### src/mst_pkg.sv
package mst_pkg;

  localparam int unsigned DEF_SLOT_COUNT  = 16;
  localparam int unsigned DEF_QUEUE_DEPTH = 4;

  // Slot field width inside a queued command; covers the largest supported slot count.
  localparam int unsigned SLOT_IDX_MAX_W = 6;

  localparam logic [31:0] LIFT_VALUE = 32'hFFFF_FFFF;

  typedef enum logic [2:0] {
    REQ_SLOT        = 3'd0,
    REQ_TRACK_ID    = 3'd1,
    REQ_POS_X       = 3'd2,
    REQ_POS_Y       = 3'd3,
    REQ_TOUCH_MAJOR = 3'd4,
    REQ_WIDTH_MAJOR = 3'd5,
    REQ_IGNORED     = 3'd6
  } req_kind_e;

  typedef enum logic [2:0] {
    CMD_CLEAR       = 3'd0,
    CMD_WRITE_X     = 3'd1,
    CMD_WRITE_Y     = 3'd2,
    CMD_WRITE_TOUCH = 3'd3,
    CMD_REPORT      = 3'd4
  } cmd_op_e;

  typedef struct packed {
    logic [2:0]  req_type;
    logic [31:0] event_value;
  } req_t;

  typedef struct packed {
    logic [3:0]  slot_number;
    logic [31:0] pos_x;
    logic [31:0] pos_y;
    logic [31:0] size_ratio;
    logic        divide_fault;
  } res_t;

  typedef struct packed {
    cmd_op_e                   op;
    logic [SLOT_IDX_MAX_W-1:0] slot;
    logic [31:0]               value;
  } cmd_t;

  typedef struct packed {
    logic full;
    logic empty;
  } queue_status_t;

endpackage

### src/multitouch_slot_tracker_top.sv
// Multi-touch slot tracker for protocol B event streams.
//
// Input: one event per transaction on req_i, taken at a rising edge where start is
// high and busy is low. The front end updates the slot selection, the open slots
// and the pending-report flag at once and queues any store write or report.
// busy is high only while the command queue (QUEUE_DEPTH entries) is full.
//
// Output: a report appears on result_o for exactly one cycle with result_valid_o
// high. There is no back pressure; the receiver must take it in that cycle.
//
// Back end: store writes and slot clears retire as they are popped in the idle state.
// A report holds the back end for its pop, the registered store read and 32 steps of
// the restoring divider, and the result then passes the output register. A zero
// width major skips the divider and reports straight from the store read.
// Events that queue nothing are taken one per cycle whenever busy is low.
//
// Reset: asynchronous and active low. It closes all slots, selects slot 0, clears
// the pending flag and empties the queue. The position and size stores are not
// cleared; a slot's entries are zeroed when it opens.
module multitouch_slot_tracker_top import mst_pkg::*; #(
  parameter int unsigned SLOT_COUNT  = DEF_SLOT_COUNT,
  parameter int unsigned QUEUE_DEPTH = DEF_QUEUE_DEPTH
) (
  input  logic clk_i,
  input  logic rst_ni,
  input  logic start,
  output logic busy,
  input  req_t req_i,
  output logic result_valid_o,
  output res_t result_o
);

  logic          accept;
  logic          push;
  logic          pop;
  cmd_t          cmd;
  cmd_t          head;
  queue_status_t qstat;

  assign busy   = qstat.full;
  assign accept = start && !qstat.full;

  mst_front #(.SLOT_COUNT(SLOT_COUNT)) u_front (
    .clk_i   (clk_i),
    .rst_ni  (rst_ni),
    .accept_i(accept),
    .req_i   (req_i),
    .push_o  (push),
    .cmd_o   (cmd)
  );

  mst_cmd_queue #(.DEPTH(QUEUE_DEPTH)) u_queue (
    .clk_i   (clk_i),
    .rst_ni  (rst_ni),
    .push_i  (push),
    .data_i  (cmd),
    .pop_i   (pop),
    .head_o  (head),
    .status_o(qstat)
  );

  mst_back #(.SLOT_COUNT(SLOT_COUNT)) u_back (
    .clk_i         (clk_i),
    .rst_ni        (rst_ni),
    .head_i        (head),
    .qstat_i       (qstat),
    .pop_o         (pop),
    .result_valid_o(result_valid_o),
    .result_o      (result_o)
  );

endmodule

### src/mst_ram.sv
module mst_ram #(
  parameter int unsigned WIDTH = 32,
  parameter int unsigned DEPTH = 16
) (
  input  logic                     clk_i,
  input  logic                     we_i,
  input  logic [$clog2(DEPTH)-1:0] waddr_i,
  input  logic [WIDTH-1:0]         wdata_i,
  input  logic [$clog2(DEPTH)-1:0] raddr_i,
  output logic [WIDTH-1:0]         rdata_o
);

  logic [WIDTH-1:0] mem_q [DEPTH];
  logic [WIDTH-1:0] rdata_q;

  always_ff @(posedge clk_i) begin
    if (we_i) begin
      mem_q[waddr_i] <= wdata_i;
    end
    rdata_q <= mem_q[raddr_i];
  end

  assign rdata_o = rdata_q;

endmodule

### src/mst_cmd_queue.sv
module mst_cmd_queue import mst_pkg::*; #(
  parameter int unsigned DEPTH = DEF_QUEUE_DEPTH
) (
  input  logic          clk_i,
  input  logic          rst_ni,
  input  logic          push_i,
  input  cmd_t          data_i,
  input  logic          pop_i,
  output cmd_t          head_o,
  output queue_status_t status_o
);

  localparam int unsigned PTR_W = $clog2(DEPTH);
  localparam int unsigned CNT_W = $clog2(DEPTH + 1);

  cmd_t             entry_q [DEPTH];
  logic [PTR_W-1:0] wptr_q, wptr_d;
  logic [PTR_W-1:0] rptr_q, rptr_d;
  logic [CNT_W-1:0] cnt_q, cnt_d;

  always_comb begin
    wptr_d = wptr_q;
    rptr_d = rptr_q;
    cnt_d  = cnt_q;
    if (push_i) begin
      wptr_d = (wptr_q == PTR_W'(DEPTH - 1)) ? '0 : wptr_q + 1'b1;
    end
    if (pop_i) begin
      rptr_d = (rptr_q == PTR_W'(DEPTH - 1)) ? '0 : rptr_q + 1'b1;
    end
    if (push_i && !pop_i) begin
      cnt_d = cnt_q + 1'b1;
    end else if (!push_i && pop_i) begin
      cnt_d = cnt_q - 1'b1;
    end
  end

  always_ff @(posedge clk_i or negedge rst_ni) begin
    if (!rst_ni) begin
      wptr_q <= '0;
      rptr_q <= '0;
      cnt_q  <= '0;
    end else begin
      wptr_q <= wptr_d;
      rptr_q <= rptr_d;
      cnt_q  <= cnt_d;
    end
  end

  always_ff @(posedge clk_i) begin
    if (push_i) begin
      entry_q[wptr_q] <= data_i;
    end
  end

  assign head_o         = entry_q[rptr_q];
  assign status_o.full  = (cnt_q == CNT_W'(DEPTH));
  assign status_o.empty = (cnt_q == '0);

endmodule

### src/mst_front.sv
module mst_front import mst_pkg::*; #(
  parameter int unsigned SLOT_COUNT = DEF_SLOT_COUNT
) (
  input  logic clk_i,
  input  logic rst_ni,
  input  logic accept_i,
  input  req_t req_i,
  output logic push_o,
  output cmd_t cmd_o
);

  localparam int unsigned SLOT_W = $clog2(SLOT_COUNT);
  localparam int unsigned CNT_W  = $clog2(SLOT_COUNT + 1);

  logic [SLOT_W-1:0]     cur_slot_q, cur_slot_d;
  logic [SLOT_COUNT-1:0] open_q, open_d;
  logic [CNT_W-1:0]      open_cnt_q, open_cnt_d;
  logic                  pending_q, pending_d;
  logic                  live;

  always_comb begin
    cur_slot_d = cur_slot_q;
    open_d     = open_q;
    open_cnt_d = open_cnt_q;
    pending_d  = pending_q;
    push_o     = 1'b0;
    cmd_o.op    = CMD_CLEAR;
    cmd_o.slot  = SLOT_IDX_MAX_W'(cur_slot_q);
    cmd_o.value = req_i.event_value;
    live       = open_q[cur_slot_q];

    if (accept_i) begin
      case (req_kind_e'(req_i.req_type))
        REQ_SLOT: begin
          if (req_i.event_value < 32'(SLOT_COUNT)) begin
            cur_slot_d = req_i.event_value[SLOT_W-1:0];
          end
        end
        REQ_TRACK_ID: begin
          if (req_i.event_value != LIFT_VALUE) begin
            // A new contact starts from zeroed fields; the back end clears the stores.
            if (!live) begin
              open_d[cur_slot_q] = 1'b1;
              open_cnt_d         = open_cnt_q + 1'b1;
              push_o             = 1'b1;
              cmd_o.op           = CMD_CLEAR;
            end
          end else begin
            if (live) begin
              open_d[cur_slot_q] = 1'b0;
              open_cnt_d         = open_cnt_q - 1'b1;
            end
            if (open_cnt_d <= CNT_W'(1)) begin
              cur_slot_d = '0;
            end
          end
        end
        REQ_POS_X: begin
          if (live) begin
            push_o    = 1'b1;
            cmd_o.op  = CMD_WRITE_X;
            pending_d = 1'b1;
          end
        end
        REQ_POS_Y: begin
          if (live) begin
            push_o   = 1'b1;
            cmd_o.op = CMD_WRITE_Y;
          end
        end
        REQ_TOUCH_MAJOR: begin
          if (live) begin
            push_o   = 1'b1;
            cmd_o.op = CMD_WRITE_TOUCH;
          end
        end
        REQ_WIDTH_MAJOR: begin
          // The width is only ever used as the divisor of a report, so it travels with it.
          if (live && pending_q) begin
            push_o    = 1'b1;
            cmd_o.op  = CMD_REPORT;
            pending_d = 1'b0;
          end
        end
        REQ_IGNORED: begin
        end
        default: begin
        end
      endcase
    end
  end

  always_ff @(posedge clk_i or negedge rst_ni) begin
    if (!rst_ni) begin
      cur_slot_q <= '0;
      open_q     <= '0;
      open_cnt_q <= '0;
      pending_q  <= 1'b0;
    end else begin
      cur_slot_q <= cur_slot_d;
      open_q     <= open_d;
      open_cnt_q <= open_cnt_d;
      pending_q  <= pending_d;
    end
  end

endmodule

### src/mst_back.sv
module mst_back import mst_pkg::*; #(
  parameter int unsigned SLOT_COUNT = DEF_SLOT_COUNT
) (
  input  logic          clk_i,
  input  logic          rst_ni,
  input  cmd_t          head_i,
  input  queue_status_t qstat_i,
  output logic          pop_o,
  output logic          result_valid_o,
  output res_t          result_o
);

  localparam int unsigned SLOT_W = $clog2(SLOT_COUNT);

  typedef enum logic [1:0] {
    B_IDLE,
    B_READ,
    B_DIVIDE
  } back_state_e;

  back_state_e       state_q, state_d;
  logic [SLOT_W-1:0] slot_q, slot_d;
  logic [31:0]       div_q, div_d;
  logic [31:0]       quot_q, quot_d;
  logic [31:0]       rem_q, rem_d;
  logic [4:0]        cnt_q, cnt_d;
  res_t              res_q, res_d;
  logic              valid_q, valid_d;

  logic              x_we, y_we, tm_we;
  logic [31:0]       wdata;
  logic [31:0]       x_rd, y_rd, tm_rd;
  logic [32:0]       rem_sh, diff;

  mst_ram #(.WIDTH(32), .DEPTH(SLOT_COUNT)) u_ram_x (
    .clk_i  (clk_i),
    .we_i   (x_we),
    .waddr_i(head_i.slot[SLOT_W-1:0]),
    .wdata_i(wdata),
    .raddr_i(head_i.slot[SLOT_W-1:0]),
    .rdata_o(x_rd)
  );

  mst_ram #(.WIDTH(32), .DEPTH(SLOT_COUNT)) u_ram_y (
    .clk_i  (clk_i),
    .we_i   (y_we),
    .waddr_i(head_i.slot[SLOT_W-1:0]),
    .wdata_i(wdata),
    .raddr_i(head_i.slot[SLOT_W-1:0]),
    .rdata_o(y_rd)
  );

  mst_ram #(.WIDTH(32), .DEPTH(SLOT_COUNT)) u_ram_tm (
    .clk_i  (clk_i),
    .we_i   (tm_we),
    .waddr_i(head_i.slot[SLOT_W-1:0]),
    .wdata_i(wdata),
    .raddr_i(head_i.slot[SLOT_W-1:0]),
    .rdata_o(tm_rd)
  );

  // One restoring step: the next dividend bit enters the remainder from the top of quot_q.
  assign rem_sh = {rem_q, quot_q[31]};
  assign diff   = rem_sh - {1'b0, div_q};

  always_comb begin
    state_d = state_q;
    slot_d  = slot_q;
    div_d   = div_q;
    quot_d  = quot_q;
    rem_d   = rem_q;
    cnt_d   = cnt_q;
    res_d   = res_q;
    valid_d = 1'b0;
    pop_o   = 1'b0;
    x_we    = 1'b0;
    y_we    = 1'b0;
    tm_we   = 1'b0;
    wdata   = (head_i.op == CMD_CLEAR) ? '0 : head_i.value;

    unique case (state_q)
      B_IDLE: begin
        if (!qstat_i.empty) begin
          pop_o = 1'b1;
          case (head_i.op)
            CMD_CLEAR: begin
              x_we  = 1'b1;
              y_we  = 1'b1;
              tm_we = 1'b1;
            end
            CMD_WRITE_X:     x_we = 1'b1;
            CMD_WRITE_Y:     y_we = 1'b1;
            CMD_WRITE_TOUCH: tm_we = 1'b1;
            CMD_REPORT: begin
              slot_d  = head_i.slot[SLOT_W-1:0];
              div_d   = head_i.value;
              state_d = B_READ;
            end
            default: begin
            end
          endcase
        end
      end
      B_READ: begin
        res_d.slot_number = 4'(slot_q);
        res_d.pos_x       = x_rd;
        res_d.pos_y       = y_rd;
        if (div_q == '0) begin
          res_d.size_ratio   = '0;
          res_d.divide_fault = 1'b1;
          valid_d            = 1'b1;
          state_d            = B_IDLE;
        end else begin
          res_d.divide_fault = 1'b0;
          quot_d             = tm_rd;
          rem_d              = '0;
          cnt_d              = '0;
          state_d            = B_DIVIDE;
        end
      end
      B_DIVIDE: begin
        if (!diff[32]) begin
          rem_d  = diff[31:0];
          quot_d = {quot_q[30:0], 1'b1};
        end else begin
          rem_d  = rem_sh[31:0];
          quot_d = {quot_q[30:0], 1'b0};
        end
        cnt_d = cnt_q + 1'b1;
        if (cnt_q == 5'd31) begin
          res_d.size_ratio = quot_d;
          valid_d          = 1'b1;
          state_d          = B_IDLE;
        end
      end
      default: state_d = B_IDLE;
    endcase
  end

  always_ff @(posedge clk_i or negedge rst_ni) begin
    if (!rst_ni) begin
      state_q <= B_IDLE;
      slot_q  <= '0;
      div_q   <= '0;
      quot_q  <= '0;
      rem_q   <= '0;
      cnt_q   <= '0;
      res_q   <= '0;
      valid_q <= 1'b0;
    end else begin
      state_q <= state_d;
      slot_q  <= slot_d;
      div_q   <= div_d;
      quot_q  <= quot_d;
      rem_q   <= rem_d;
      cnt_q   <= cnt_d;
      res_q   <= res_d;
      valid_q <= valid_d;
    end
  end

  assign result_valid_o = valid_q;
  assign result_o       = res_q;

endmodule

### config.mk
export PLATFORM = sky130hd
export DESIGN_NAME = multitouch_slot_tracker_top
export DESIGN_NICKNAME = d
export VERILOG_FILES = /design/src/mst_pkg.sv /design/src/multitouch_slot_tracker_top.sv /design/src/mst_ram.sv /design/src/mst_cmd_queue.sv /design/src/mst_front.sv /design/src/mst_back.sv
export SDC_FILE = /design/constraint.sdc
export NUM_CORES = 2
export LEC_CHECK = 0
export CAP_MARGIN = 10
export CORE_MARGIN = 1
export CORE_UTILIZATION = 35
export DETAILED_ROUTE_END_ITERATION = 6
export DONT_BUFFER_PORTS = 1
export PLACE_DENSITY = 0.5
export SLEW_MARGIN = 30
export SYNTH_ARGS = -nofsm -noshare
export SYNTH_HDL_FRONTEND = slang
export SYNTH_SLANG_ARGS = --single-unit
### constraint.sdc
create_clock -name clk_i -period 4.5 [get_ports clk_i]
set_clock_uncertainty 0.05 [all_clocks]
set_input_delay 0.675 -clock clk_i [delete_from_list [all_inputs] [get_ports clk_i]]
set_output_delay 0.675 -clock clk_i [all_outputs]
set_load 0.01 [all_outputs]
# ---- After elaboration in Yosys (flattened, before gate mapping)
# Memories as Yosys holds them, arrays and structs flattened. A register that Yosys moved wholly into a read port is not among the register bits.
# Cells that the tools add are included.
dict set report word_totals {
  register_bits 242
  ramBits 1692
  inputBits 38
  output_inout_bits 103
  word_cells 171
  n_memories 4
}
# name depth word_bits rd rd_clocked_by_memory_dff write_ports line
set mem_list {}
lappend mem_list {u_back.u_ram_tm.mem_q 16 32 1 1 1 mst_ram.sv:13} ;# logic [WIDTH-1:0] mem_q [DEPTH];
lappend mem_list {u_back.u_ram_x.mem_q 16 32 1 1 1 mst_ram.sv:13}
lappend mem_list {u_back.u_ram_y.mem_q 16 32 1 1 1 mst_ram.sv:13}
lappend mem_list {u_queue.entry_q 4 39 1 0 1 mst_cmd_queue.sv:16} ;# cmd_t entry_q [DEPTH];
dict set report classes {
  add_sub_neg 8
  order_cmp 4
  n_eq_ne 27
  mux 75
  bitwise 4
  n_reduce_logical 30
}
# cell count
set ops {}
lappend ops {{2-to-1 mux 32 bit} 6}
lappend ops {{one-hot mux 32 bit (2 select lines)} 3}
lappend ops {{2-to-1 mux 16 bit} 3}
lappend ops {{2-to-1 mux 5 bit} 7}
lappend ops {{subtractor 33 x 32 -> 33 bit} 1}
lappend ops {{logical NOT 32 bit} 1}
lappend ops {{less-than comparator 32 x 5 -> 1 bit, second input constant} 1}
lappend ops {{2-to-1 mux 1 bit} 32}
lappend ops {{inequality test 32 bit, second input constant} 1}
lappend ops {{AND 16 bit} 1}
lappend ops {{2-to-1 mux 2 bit} 8}
lappend ops {{NOT 16 bit} 1}
lappend ops {{OR 16 bit} 1}
lappend ops {{== test 3 x 2 -> 1 bit, second input constant} 4}
lappend ops {{== test 3 bit, second input constant} 4}
lappend ops {{2-to-1 mux 3 bit} 4}
lappend ops {{2-to-1 mux 4 bit} 3}
lappend ops {{inequality test 2 x 1 -> 1 bit, second input constant} 6}
lappend ops {{one-hot mux 3 bit (4 select lines)} 1}
lappend ops {{AND reduction 3 bit} 4}
lappend ops {{adder 5 x 1 -> 5 bit, second input constant} 2}
lappend ops {{inequality test 2 bit, second input constant} 5}
lappend ops {{one-hot mux 5 bit (2 select lines)} 1}
lappend ops {{nonzero test 2 bit} 5}
lappend ops {{27 further kinds} 43}

# ---- Longest topological paths before layout
dict set report logic_depth {
  word_depth 10
  depth_mapped 17
  depth_no_buf 16
}

# ---- Cells and area by module
# From an unflattened synthesis, not the netlist that was laid out.
dict set report unflattened {
  hier_cells 4063
  hier_area_um2 78743.0
}
# module instances cells_per_inst area_each_um2 seq_area_each_um2
set modules_own_cells {}
lappend modules_own_cells {{mst_ram (u_back.u_ram_tm ...)} 2 838 19835.3 16015.4}
lappend modules_own_cells {{mst_ram (u_back.u_ram_y)} 1 838 19854.0 16015.4}
lappend modules_own_cells {mst_back 1 1063 10730.3 5230.0}
lappend modules_own_cells {mst_cmd_queue 1 252 6386.1 5099.9}
lappend modules_own_cells {mst_front 1 233 2088.3 650.6}
lappend modules_own_cells {multitouch_slot_tracker_top 1 1 13.8 0.0}

# ---- Least setup slack after synthesis
# OpenSTA, ideal clock, no wires.
dict set report synth_timing {
  path_type {flip-flop to flip-flop}
  start {reg u_front.cur_slot_q[0]}
  end {mem u_queue.entry_q[3][0] in the netlist's numbering (enable)}
  setup_ns 0.400
  arrival_time_ns 3.503
  required_time_ns 4.050
  path_slack_ns 0.547
  stages_incl_launch_ff 13
  path_cell_list {dfrtp_1 buf_6 mux4_1 mux4_2 clkinv_1 ha_1 nand2_1 nor2_1 a31oi_1 nor2_1 a21oi_2 a211oi_2 and2_1}
}
dict set report synth_between {
  elab_chain_len 8
  word_cells_on_any_way 11
  classes_between {10 x mux; 1 x reduce/logical}
}
# element line
set synth_rtl {}
lappend synth_rtl {{from (decl)} mst_front.sv:15} ;# logic [SLOT_W-1:0] cur_slot_q, cur_slot_d;
lappend synth_rtl {{from (signal assigned)} mst_front.sv:100} ;# cur_slot_q <= cur_slot_d;
lappend synth_rtl {{binary-select mux 1 bit (select 4 bit) *} mst_front.sv:30} ;# live = open_q[cur_slot_q];
lappend synth_rtl {{2-to-1 mux 1 bit (not written as such) *} mst_front.sv:30}
lappend synth_rtl {{2-to-1 mux 1 bit or logical AND 1 bit (tied branches)} {mst_front.sv:42, mst_front.sv:79}}
lappend synth_rtl {{2-to-1 mux 1 bit (on tied branches)} {mst_front.sv:40, mst_front.sv:79}}
lappend synth_rtl {{one-hot mux 1 bit (3 select lines) *} mst_front.sv:33} ;# case (req_kind_e'(req_i.req_type))
lappend synth_rtl {{2-to-1 mux 1 bit *} mst_front.sv:32} ;# if (accept_i) begin
lappend synth_rtl {{via push} multitouch_slot_tracker_top.sv:34} ;# logic push;
lappend synth_rtl {{2-to-1 mux 1 bit *} mst_cmd_queue.sv:51} ;# if (push_i) begin
lappend synth_rtl {{2-to-1 mux 1 bit (not written as such) *} mst_cmd_queue.sv:52} ;# entry_q[wptr_q] <= data_i;
lappend synth_rtl {{to (decl)} mst_cmd_queue.sv:16}
# The timed path passes the listed nets; every way through them passes the cells marked *. The select of a mux whose other input is x is not followed.

# ---- Worst setup path after layout
dict set report layout_timing {
  start {reg u_front.cur_slot_q[0]}
  end {reg u_queue.cnt_q[2]}
}
dict set report layout_between {
  elab_chain_len 9
  word_cells_on_any_way 14
  classes_between {9 x mux; 5 x reduce/logical}
}
# element line
set layout_rtl {}
lappend layout_rtl {{binary-select mux 1 bit (select 4 bit) *} mst_front.sv:30}
lappend layout_rtl {{2-to-1 mux 1 bit (not written as such) *} mst_front.sv:30}
lappend layout_rtl {{2-to-1 mux 1 bit or logical AND 1 bit (tied branches)} {mst_front.sv:42, mst_front.sv:79}}
lappend layout_rtl {{2-to-1 mux 1 bit (on tied branches)} {mst_front.sv:40, mst_front.sv:79}}
lappend layout_rtl {{one-hot mux 1 bit (3 select lines) *} mst_front.sv:33}
lappend layout_rtl {{2-to-1 mux 1 bit *} mst_front.sv:32}
lappend layout_rtl {{via push} multitouch_slot_tracker_top.sv:34}
lappend layout_rtl {{logical NOT 1 bit} mst_cmd_queue.sv:33} ;# end else if (!push_i && pop_i) begin
lappend layout_rtl {{logical AND 1 bit} mst_cmd_queue.sv:33}
lappend layout_rtl {{nonzero test 2 bit (no source line)} n/a}
lappend layout_rtl {{to (signal assigned)} mst_cmd_queue.sv:46} ;# cnt_q <= cnt_d;
lappend layout_rtl {{to (decl)} mst_cmd_queue.sv:19} ;# logic [CNT_W-1:0] cnt_q, cnt_d;
# Marked as above.
# A chain may end at the register's enable or synchronous reset.

==> impl_metrics.ini <==
[outcome]
status = finished, violations left
violations = negative hold slack

[placement]
dp_cells = 6999
hpwl_microns = 110000
port_buffers = 0
routabilityCongestion = 0.769
placed_area_sq_um = 83800

[synthesis]
ys_ff_latch = 2030
netlist_instances = 4105
synthFlopType = edfxtp_1
synth_simple_gate_area_frac = 0.0387
ys_seq_area_frac = 0.746
ys_top_cells_by_area = edfxtp_1 64%, mux4_2 12%, dfrtp_1 7.7%
synth_compound_area_frac = 0.0366
netlist_area_sq_um = 78800
synthArstFlopShare = 0.119
avgSynthCellArea_sq_um = 19.2
synthesis.nets = 4192
synth-adder-area-share = 0.00797
yosysWarnings = 0
post-synth-top-area-cell = edfxtp_1
synth_xor_area_frac = 0.00445
synth_top_area_frac = 0.645
synthMuxAreaShare = 0.150
synth_top_family_by_area = multiplexers
synth-edff-count = 1692
yosysUniqueCellTypes = 79

[setup_path]
crit_required_ns = 5.22
path_max_fanout = 15
start_kind = flip-flop
critical_path_class = flip-flop to flip-flop
crit_path_end_kind = flip-flop
cp_data_arrival_time_ns = 4.56

[die]
rows = 173
initial_core_util = 0.353
die_x_microns = 476
io-pin-count = 141
die_h_microns = 476
core-area_sq_um = 223000
dieArea_sq_um = 227000

[pwr]
p_per_area_nw_per_um2 = 702
p_leak_nw = 29.9
total_power_mw = 64.1
vdd_ir_drop_max_uv = 470

[timing]
hold_viol_final = 242
setup_viol = 0
worst_pin_slew_ns = 0.968
layout_min_cycle_time_ns = 3.84
fmax_mhz = 261
fin_crit_sh = 0.853
maxSlewViolCount = 0
rsz0062_at_grt = no
max_slew_margin = 0.350
finalSetupTns_ns = 0
hold_slack_ns = -0.534

[hold_path]
hold_path.class = input pin to asynchronous set/reset pin

[cts]
h-tree-depth = 4
clk_path_buf_depth = 3
clk_pin_slew_worst_paths_ns = 0.06
cts_tree = done
cts.sinks = 2030
holdBufCountCts = 34
cts_root_buffer = clkbuf_16
cts-buffers-inserted = 214
cts-resized-gates = 0
post_cts_buffers = 0
clock_latency_ns = 0.85

[global_routing]
grt_max_degree = 243
met3_usage = 0.0267
grtUsageTotal = 0.173
grt_pass1_vias = 40545
antenna_found_initial = 11
globalRouteOverflowTotal = 0
grt_use_met2 = 0.281
grt_pass1_wl_microns = 286000
use_met1 = 0.242
busiest_layer = met2

[route]
routed-via-count = 38852
routed_via_density = 5.22
detail-route-antenna-nets = 0
route.detailed.drc = 0
wire_per_inst_microns = 26.4
finalWirelength_microns = 197000
drtIter0Drc = 3421
first_pass_iters = 5

[layout]
final_area_sq_um = 91300
area_growth_pct = 15.9
finalNonFillerCells = 7442
drive_gt1_frac = 0.251
final_nets = 4363

[job]
timing.max_cap.violations = 0
-- state kept, by name, summed over array words and instances, names as in the netlist, 3 cells and up, named ones only --
register                 count
u_back.cnt_q                 5
u_back.div_q                32
u_back.quot_q               32
u_back.rem_q                32
u_back.result_o            101
u_back.slot_q                4
u_back.u_ram_tm.mem_q      512
u_back.u_ram_tm.rdata_o     32
u_back.u_ram_x.mem_q       512
u_back.u_ram_x.rdata_o      32
u_back.u_ram_y.mem_q       512
u_back.u_ram_y.rdata_o      32
u_front.cur_slot_q           4
u_front.open_cnt_q           5
u_queue.cnt_q                3
u_queue.entry_q            156
-- layout by cell type (no fill, tap or decap), types with 7 or more instances in the layout --
cell,netlist,final
clkbuf_8,0,34
nor4_1,19,19
mux2_2,105,105
clkinv_1,1,29
nand2b_1,7,7
dlygate4sd3_1,0,34
a211oi_1,97,97
clkinv_2,0,26
dfrtp_1,242,240
nor2b_1,137,105
nor3_1,20,19
dfxtp_1,96,96
nand2_1,192,191
clkbuf_16,0,214
nor2_4,0,48
edfxtp_1,1692,1692
buf_4,7,118
bufinv_16,0,15
nor2_1,130,81
a32oi_1,7,7
o311ai_1,16,16
a31oi_1,44,44
xnor2_1,21,21
nor2b_4,0,32
buf_12,0,35
o21ai_0,70,70
nand4_1,21,21
a21oi_1,148,148
nand4b_1,8,8
a21o_1,8,8
nand3_1,47,47
mux2i_1,104,104
mux4_2,423,421
xor2_1,14,14
ha_1,47,45
clkbuf_1,137,62
inv_1,49,48
-- cell type report --
cell class | instances | area [sq um]
well taps | 2975 | 3720
repair buffers | 190 | 2010
multi-input cells | 1790 | 19400
flip-flops and latches | 2030 | 58800
clock buffers | 310 | 6060
clock inverters | 94 | 1070
inverters | 50 | 188
diodes | 3 | 7.51
fillers | 19871 | 132000
-- layer usage --
layer | vias to the layer above | part of all wire
li1 | 16854 | -
met1 | 20877 | 0.45
met2 | 873 | 0.48
met3 | 248 | 0.046
met4 | 0 | 0.022
met5 | - | 0
-- critical path: stages (launching register included) --
cell and delay, ns:
dfrtp_1 0.67, mux4_1 0.62, mux4_2 0.50, clkinv_1 0.10, ha_1 0.14, nand2_1 0.05
nor2_1 0.08, a31oi_1 0.05, nor2_1 0.12, a21oi_2 0.05, a211oi_2 0.26, ha_1 0.23
inv_1 0.06, fa_1 0.37, xor2_1 0.15, nor2_1 0.12, xor2_1 0.15
-- synthesized netlist by cell type, drive strengths merged (3+ instances only) --
cell	count
edfxtp	1692
mux4	426
dfrtp	242
nand2	193
a21oi	150
clkbuf	137
nor2b	137
nor2	131
mux2	106
mux2i	104
a211oi	99
buf	98
dfxtp	96
o21ai	77
inv	49
ha	47
nand3	47
a31oi	44
nor3	23
nand4	22
xnor2	22
nor4	20
o311ai	17
xor2	15
and2	9
a21o	8
nand4b	8
a32oi	7
nand2b	7
o21a	6
o21bai	6
or3	6
a22o	5
nand3b	5
o31ai	5
o211ai	4
a22oi	3
a41oi	3
and3	3
-- where the power goes --
group / internal [mW] / switching, mW
sequential: 25.3 / 1.40
clock: 10.2 / 7.41
combinational: 7.56 / 12.2
-- worst paths after layout --
| kind | start | endpoint | slack (ns) | cells past startpoint |
|---|---|---|---|---|
| worst min register to register | u_back.u_ram_tm.rdata_o[23] | u_back.quot_q[23] | 0.40 | 2 |
| worst max-delay path | u_front.cur_slot_q[0] | u_queue.cnt_q[2] | 0.66 | 16 |
| max in group asynchronous | rst_ni | u_queue.rptr_q[0] | 4.14 | 0 |
| worst min-delay path | rst_ni | u_back.quot_q[19] | -0.53 | 0 |
| worst max register to register | u_front.cur_slot_q[0] | u_queue.cnt_q[2] | 0.66 | 16 |
| min in group clk_i | req_i[32] | u_queue.entry_q[0][36] | 0.07 | 1 |
-- cells by family (layout without fill, tap and decap cells) --
| group | after synthesis | in the layout |
|---|---|---|
| AND/OR/NAND/NOR | 618 | 618 |
| AO/OA/AOI/OAI | 450 | 450 |
| flip-flops | 2030 | 2030 |
| multiplexers | 636 | 636 |
| adder cells (fa/ha/maj) | 49 | 49 |
| buffers and inverters | 285 | 644 |
| other | 0 | 3 |
| XOR/XNOR | 37 | 37 |
-- stage by stage --
stage	util	worst slack (ns)
2_1_floorplan	-	0.547
3_3_place_gp	0.375	0.562
3_5_place_dp	0.376	0.676
4_1_cts	0.409	0.623
5_1_grt	0.409	0.358
6_report	0.409	0.663
No activity file was read; power rests on OpenSTA's default activity.
